===== config.mk =====
export PLATFORM = sky130hd
export DESIGN_NAME = aabb_pair_push_out
export DESIGN_NICKNAME = d
export VERILOG_FILES = /design/src/rtl/apo_pkg.sv /design/src/rtl/apo_axis.sv /design/src/rtl/apo_resolve.sv /design/src/rtl/aabb_pair_push_out.sv
export SDC_FILE = /design/constraint.sdc
export NUM_CORES = 1
export LEC_CHECK = 0
export BUFFER_PORTS_ARGS = -buffer_cell sky130_fd_sc_hd__buf_2
export CAP_MARGIN = 5
export CORE_ASPECT_RATIO = 1.5
export CORE_MARGIN = 8
export CORE_UTILIZATION = 50
export DETAILED_ROUTE_END_ITERATION = 7
export GPL_TIMING_DRIVEN = 1
export MAX_ROUTING_LAYER = met4
export PLACE_DENSITY = 0.8
export SYNTH_ARGS = -nofsm -noshare
export SYNTH_HDL_FRONTEND = slang
export SYNTH_HIERARCHICAL = 1
export SYNTH_SLANG_ARGS = --single-unit

===== constraint.sdc =====
create_clock -name clk -period 26.3 [get_ports clk]
set_input_delay 1.315 -clock clk [delete_from_list [all_inputs] [get_ports clk]]
set_output_delay 1.315 -clock clk [all_outputs]
set_load 0.005 [all_outputs]

===== src/rtl/apo_pkg.sv =====
package apo_pkg;

	localparam int unsigned QW = 32;

	localparam logic [1:0] AXIS_X = 2'd0;
	localparam logic [1:0] AXIS_Y = 2'd1;
	localparam logic [1:0] AXIS_Z = 2'd2;

	localparam logic signed [QW-1:0] Q_MAX = {1'b0, {(QW-1){1'b1}}};
	localparam logic signed [QW-1:0] Q_MIN = {1'b1, {(QW-1){1'b0}}};

	// per-axis test on the current beat
	typedef struct packed {
		logic signed [QW-1:0] ov;
		logic                 strict;
		logic                 dir;
	} apo_axis_t;

	// what is kept of the x and y beats
	typedef struct packed {
		logic signed [QW-1:0] ov;
		logic                 dir;
	} apo_stored_t;

	typedef struct packed {
		logic                 hit;
		logic [1:0]           push_axis;
		logic signed [QW-1:0] first_shift;
		logic signed [QW-1:0] second_shift;
		logic                 clear_first_velocity;
		logic                 clear_second_velocity;
	} apo_result_t;

endpackage


===== src/rtl/apo_axis.sv =====
module apo_axis (
	input  logic signed [apo_pkg::QW-1:0] first_min,
	input  logic signed [apo_pkg::QW-1:0] first_max,
	input  logic signed [apo_pkg::QW-1:0] first_pos,
	input  logic signed [apo_pkg::QW-1:0] second_min,
	input  logic signed [apo_pkg::QW-1:0] second_max,
	input  logic signed [apo_pkg::QW-1:0] second_pos,
	output apo_pkg::apo_axis_t            res
);
	import apo_pkg::*;

	logic signed [QW-1:0] hi;
	logic signed [QW-1:0] lo;
	logic signed [QW:0]   diff;

	always_comb begin
		hi   = (first_max < second_max) ? first_max : second_max;
		lo   = (first_min > second_min) ? first_min : second_min;
		diff = $signed({hi[QW-1], hi}) - $signed({lo[QW-1], lo});
		// clamp the 33-bit difference back into range
		if (diff[QW] != diff[QW-1]) begin
			res.ov = diff[QW] ? Q_MIN : Q_MAX;
		end else begin
			res.ov = diff[QW-1:0];
		end
		res.strict = (first_max > second_min) && (first_min < second_max);
		res.dir    = first_pos < second_pos;
	end

endmodule


===== src/rtl/apo_resolve.sv =====
module apo_resolve (
	input  logic                  dynamic,
	input  logic                  flag,
	input  apo_pkg::apo_stored_t  x_st,
	input  apo_pkg::apo_stored_t  y_st,
	input  apo_pkg::apo_axis_t    cur,
	output apo_pkg::apo_result_t  res
);
	import apo_pkg::*;

	logic                 hit;
	logic signed [QW-1:0] ovx;
	logic signed [QW-1:0] ovy;
	logic signed [QW-1:0] ovz;
	logic signed [QW-1:0] sel;
	logic signed [QW-1:0] half;
	logic signed [QW-1:0] neg_sel;
	logic                 d;
	logic [1:0]           pa;

	always_comb begin
		hit = flag && cur.strict;
		ovx = $signed(x_st.ov);
		ovy = $signed(y_st.ov);
		ovz = $signed(cur.ov);
		// least overlap, ties fall toward the later axis
		priority if (ovx < ovy && ovx < ovz) begin
			pa  = AXIS_X;
			sel = ovx;
			d   = x_st.dir;
		end else if (ovy < ovz) begin
			pa  = AXIS_Y;
			sel = ovy;
			d   = y_st.dir;
		end else begin
			pa  = AXIS_Z;
			sel = ovz;
			d   = cur.dir;
		end
		half    = sel >>> 1;
		neg_sel = (sel == Q_MIN) ? Q_MAX : -sel;

		res = '0;
		if (hit) begin
			res.hit       = 1'b1;
			res.push_axis = pa;
			if (dynamic) begin
				res.first_shift  = d ? -half : half;
				res.second_shift = d ? half : -half;
			end else begin
				res.first_shift  = d ? neg_sel : sel;
				res.second_shift = '0;
			end
			res.clear_first_velocity  = (pa == AXIS_Y);
			res.clear_second_velocity = (pa == AXIS_Y) && dynamic;
		end
	end

endmodule


===== src/rtl/aabb_pair_push_out.sv =====
// a z beat passes the input register and then the result register, which presents its result
// x and y beats update the pair state and give no result; axis code 3 is dropped
// throughput: one beat per cycle unless stalled, set by the single pass from input to result register
// a z beat stalls only while a finished result is still waiting on res_ready
// reset (arst_n low, asynchronous): pipeline empty, overlap and direction stores zero, overlap flag one
module aabb_pair_push_out (
	input  logic                          clk,
	input  logic                          arst_n,
	input  logic                          req_valid,
	output logic                          req_ready,
	input  logic                          req_type,
	input  logic [1:0]                    axis,
	input  logic signed [apo_pkg::QW-1:0] first_min,
	input  logic signed [apo_pkg::QW-1:0] first_max,
	input  logic signed [apo_pkg::QW-1:0] first_pos,
	input  logic signed [apo_pkg::QW-1:0] second_min,
	input  logic signed [apo_pkg::QW-1:0] second_max,
	input  logic signed [apo_pkg::QW-1:0] second_pos,
	output logic                          res_valid,
	input  logic                          res_ready,
	output logic                          hit,
	output logic [1:0]                    push_axis,
	output logic signed [apo_pkg::QW-1:0] first_shift,
	output logic signed [apo_pkg::QW-1:0] second_shift,
	output logic                          clear_first_velocity,
	output logic                          clear_second_velocity
);
	import apo_pkg::*;

	// input register
	logic                 v_s1;
	logic                 type_s1;
	logic [1:0]           axis_s1;
	logic signed [QW-1:0] first_min_s1;
	logic signed [QW-1:0] first_max_s1;
	logic signed [QW-1:0] first_pos_s1;
	logic signed [QW-1:0] second_min_s1;
	logic signed [QW-1:0] second_max_s1;
	logic signed [QW-1:0] second_pos_s1;

	// pair state carried from the x and y beats
	apo_stored_t x_q;
	apo_stored_t y_q;
	logic        flag_q;

	apo_axis_t   ax;
	apo_result_t rs;
	apo_result_t res_q;
	logic        res_valid_q;
	logic        advance;

	// a beat leaves the input register unless it is a z beat blocked by a waiting result
	assign advance   = v_s1 && ((axis_s1 != AXIS_Z) || !res_valid_q || res_ready);
	assign req_ready = !v_s1 || advance;

	always_ff @(posedge clk or negedge arst_n) begin
		if (!arst_n) begin
			v_s1 <= 1'b0;
		end else if (req_valid && req_ready) begin
			v_s1 <= 1'b1;
		end else if (advance) begin
			v_s1 <= 1'b0;
		end
	end

	// payload, no reset needed
	always_ff @(posedge clk) begin
		if (req_valid && req_ready) begin
			type_s1       <= req_type;
			axis_s1       <= axis;
			first_min_s1  <= first_min;
			first_max_s1  <= first_max;
			first_pos_s1  <= first_pos;
			second_min_s1 <= second_min;
			second_max_s1 <= second_max;
			second_pos_s1 <= second_pos;
		end
	end

	apo_axis u_axis (
		.first_min  (first_min_s1),
		.first_max  (first_max_s1),
		.first_pos  (first_pos_s1),
		.second_min (second_min_s1),
		.second_max (second_max_s1),
		.second_pos (second_pos_s1),
		.res        (ax)
	);

	apo_resolve u_resolve (
		.dynamic (type_s1),
		.flag    (flag_q),
		.x_st    (x_q),
		.y_st    (y_q),
		.cur     (ax),
		.res     (rs)
	);

	// pair state: x restarts the pair, y folds in its test, z closes it
	always_ff @(posedge clk or negedge arst_n) begin
		if (!arst_n) begin
			x_q    <= '0;
			y_q    <= '0;
			flag_q <= 1'b1;
		end else if (advance) begin
			unique case (axis_s1)
				AXIS_X: begin
					x_q.ov  <= ax.ov;
					x_q.dir <= ax.dir;
					flag_q  <= ax.strict;
				end
				AXIS_Y: begin
					y_q.ov  <= ax.ov;
					y_q.dir <= ax.dir;
					flag_q  <= flag_q && ax.strict;
				end
				AXIS_Z: begin
					flag_q <= 1'b1;
				end
				default: begin
					// unused axis code leaves the pair untouched
				end
			endcase
		end
	end

	// result register, holds until taken
	always_ff @(posedge clk or negedge arst_n) begin
		if (!arst_n) begin
			res_valid_q <= 1'b0;
		end else if (advance && (axis_s1 == AXIS_Z)) begin
			res_valid_q <= 1'b1;
		end else if (res_ready) begin
			res_valid_q <= 1'b0;
		end
	end

	always_ff @(posedge clk) begin
		if (advance && (axis_s1 == AXIS_Z)) begin
			res_q <= rs;
		end
	end

	assign res_valid             = res_valid_q;
	assign hit                   = res_q.hit;
	assign push_axis             = res_q.push_axis;
	assign first_shift           = res_q.first_shift;
	assign second_shift          = res_q.second_shift;
	assign clear_first_velocity  = res_q.clear_first_velocity;
	assign clear_second_velocity = res_q.clear_second_velocity;

endmodule


==> impl_metrics.py <==
metrics = {
    "cts": {
        "ctsRootBufferMaster": "clkbuf_16",
        "clkTransAtPathRegs_ps": 70,
        "cts_setup_buffers": 0,
        "numCtsBuffers": 30,
        "ctsHtreeMaxLevel": 1,
        "clockBufferDepth": 3,
        "cts_tree": "yes",
        "post_cts_resized": 0,
        "worstSkewPairLatency_ps": 600,
        "cts_sinks": 333,
        "ctsHoldBuffers": 0,
    },
    "pwr": {
        "p_per_area_nw_per_um2": 142,
        "ir_drop_mv": 0.126,
        "p_sw_mw": 2.08,
        "power.internal_mw": 1.94,
        "p_seq_share_pct": 19.5,
        "pwr-share-clk_pct": 11.1,
        "pwr-share-comb_pct": 69.5,
        "p_sw_share_pct": 51.6,
        "leakagePower_nw": 12.5,
    },
    "grt": {
        "grt_overflow": 0,
        "grt_pass1_vias": 21534,
        "grt_max_degree": 99,
        "globalRouteTotalUtil_pct": 26.2,
        "grt_pass1_wl_mm": 120,
        "antenna_found_initial": 0,
    },
    "floorplanning": {
        "die_h_um": 293,
        "die_area_um2": 59000,
        "rows": 101,
        "io_pins": 270,
        "initial_core_util_pct": 50.6,
        "core-area_um2": 50700,
        "die_w_um": 201,
    },
    "synth": {
        "ys_ff_latch": 333,
        "synth-warning-count": 6,
        "synth_top_flop_cell": "edfxtp_1",
        "synthArstFlopShare_pct": 20.7,
        "yosys.area_share.simple_pct": 11.2,
        "synth_area_um2": 25600,
        "synth_edf_count": 264,
        "synth-xor-area-share_pct": 3.93,
        "synth_top_family_by_area": "compound AO/OA/AOI/OAI gates",
        "syn_nets": 2984,
        "synthCells": 2495,
        "synthAdderAreaFrac_pct": 14.3,
        "synth.distinct_cells": 94,
        "synth_compound_area_share_pct": 19.2,
        "avgSynthCellArea_um2": 10.3,
        "synthMuxAreaShare_pct": 7.76,
        "seq_area_frac_synth_pct": 37.6,
    },
    "outcome": {
        "status": "finished, final reports clean",
    },
    "placed_design": {
        "io_buffer_count": 269,
        "placed_cells": 3344,
        "gp_congestion": 1.02,
        "placed_area_um2": 27400,
        "dp_hpwl_mm": 62.0,
    },
    "sta": {
        "setup_viol": 0,
        "finClkSkew_ps": 14.0,
        "min_period_ps": 12580,
        "fin_crit_sh_pct": 47.8,
        "timing.hold.ws_ps": 547,
        "max-slew-margin-rel_pct": 20.6,
        "slew_violations": 0,
        "rsz0062_at_grt": "no",
        "tns_ps": 0,
        "fmax_ghz": 0.0795,
        "tightest_slew_ps": 1160,
        "hold_violations": 0,
    },
    "layout": {
        "syn_to_final_growth_pct": 10.5,
        "stdcell_count": 3400,
        "antenna_cells": 0,
        "mostFrequentLayoutCell": "ha_1",
        "design_area_um2": 28300,
        "final_core_util_pct": 55.9,
        "drive_above_1_share_pct": 19.8,
        "final_cell_mix": "ha_1, buf_2, edfxtp_1",
        "nets": 3196,
    },
    "critical_path": {
        "setup.worst_path.end_class": "register",
        "critPathSlowestCell": "a21oi_1",
        "crit_arrival_ps": 13000,
        "critPathLaunchType": "register",
        "crit_required_ps": 26720,
        "crit_type": "reg2reg",
        "path_max_fanout": 98,
        "critPathMaxStageDelay_ps": 970,
    },
    "detailed_routing": {
        "detail-route-antenna-nets": 0,
        "drt_first_pass_iters": 6,
        "route.met3.wl_mm": 4.31,
        "drtIter0Drc": 1531,
        "vias_per_cell": 6.21,
        "wl_met1_mm": 28.5,
        "wl_met2_mm": 39.6,
        "vias": 21097,
        "wl_per_cell_um": 23.1,
        "routed.top_layer": "met4",
        "drc": 0,
        "wirelength_mm": 78.4,
    },
    "job": {
        "drv_cap": 0,
    },
    "hold_path": {
        "min_path_type": "reg2reg",
    },
}
[flip-flops by register name, summed over array words and instances, names as in the netlist, 32 cells and up]
| name | count |
|---|---|
| first_max_s1 | 32 |
| first_min_s1 | 32 |
| first_pos_s1 | 32 |
| first_shift | 32 |
| second_max_s1 | 32 |
| second_min_s1 | 32 |
| second_pos_s1 | 32 |
| second_shift | 32 |
| x_q | 33 |
| y_q | 33 |
[layout make-up]
cell class                 count  area [µm²]
tap                          669         837
fill                        4374       22300
clock buffer                  37         808
clock inverter                19         179
multi-input combinational   1834       14500
timing repair buffer         297        1560
sequential                   333        9660
inverter                     211         792
[stage by stage]
step	setup WS [ps]	total power [mW]
after floorplan	17360	2.90
after detailed placement	13970	3.52
final	13720	4.02
after global placement	14230	3.45
after CTS	13900	3.98
after global routing	13130	4.28
[synth_stat cells, types with 7 or more instances]
cell type / instances / area [µm²]
a221oi_1: 7 / 61.3
dfrtp_1: 68 / 1700
clkbuf_1: 60 / 225
a41o_1: 31 / 310
ha_1: 289 / 3620
nand4_1: 62 / 388
nand2b_1: 22 / 138
nor2_1: 136 / 510
o21ai_0: 115 / 576
mux2_2: 45 / 507
o31ai_1: 9 / 67.6
or4_1: 14 / 105
and2_1: 7 / 43.8
nand2_1: 149 / 559
o211ai_1: 31 / 233
a41oi_1: 12 / 105
or3_1: 16 / 100
nor4_1: 30 / 188
xnor2_1: 86 / 753
a21o_1: 89 / 668
nand3_1: 65 / 325
buf_6: 21 / 236
mux2_4: 71 / 1070
o32ai_1: 30 / 263
inv_1: 210 / 788
o21ai_1: 10 / 50.1
edfxtp_1: 264 / 7930
nor3_1: 31 / 155
nor2b_1: 10 / 62.6
a211oi_1: 41 / 308
a221oi_2: 29 / 435
o21a_1: 14 / 105
mux2i_1: 39 / 390
xor2_1: 29 / 254
a21oi_1: 176 / 881
a21oi_2: 12 / 105
buf_2: 21 / 105
and3_1: 10 / 62.6
a31oi_1: 19 / 119
[logic make-up after synthesis]
group,after synthesis
AOI/OAI and AO/OA,690
xor gates and xnor gates,115
adders and majority gates,292
and+or+nand+nor,580
DFF,333
buffers and inverters,328
muxes,157
[critical path: cells and delay by family, from the launching register on]
family                   cells  cell delay [ps]
AO/OA/AOI/OAI               15             4920
XOR/XNOR                     1              170
adder cells (fa/ha/maj)      4             1520
buffers and inverters        5             2040
flip-flops                   1              450
multiplexers                 1              310
AND/OR/NAND/NOR             11             2920
[final timing paths]
kind,from,end,slack (ps),cells past startpoint
worst max-delay path,first_min_s1[31],first_shift[25],13720,37
worst min-delay path,x_q[0],x_q[0],550,1
worst max register to register,first_min_s1[31],first_shift[25],13720,37
worst min register to register,x_q[0],x_q[0],550,1
max in group asynchronous,arst_n,y_q[3],24710,2
min in group asynchronous,arst_n,y_q[31],920,2
[power by group through the flow]
stage	Combinational (mW)	Clock, mW	Sequential (mW)
after global routing	3.01	0.474	0.792
after detailed placement	2.73	0	0.789
after global placement	2.67	0	0.787
after CTS	2.75	0.455	0.777
final	2.79	0.445	0.783
after floorplan	2.16	0	0.736
[metal layers]
| metal | GRT usage, % | vias up |
|---|---|---|
| met4 | 18.1 | 0 |
| met1 | 26.9 | 10043 |
| li1 | - | 9862 |
| met3 | 3.42 | 268 |
| met5 | - | - |
| met2 | 46.1 | 924 |
No activity file was read; power rests on OpenSTA's default activity.
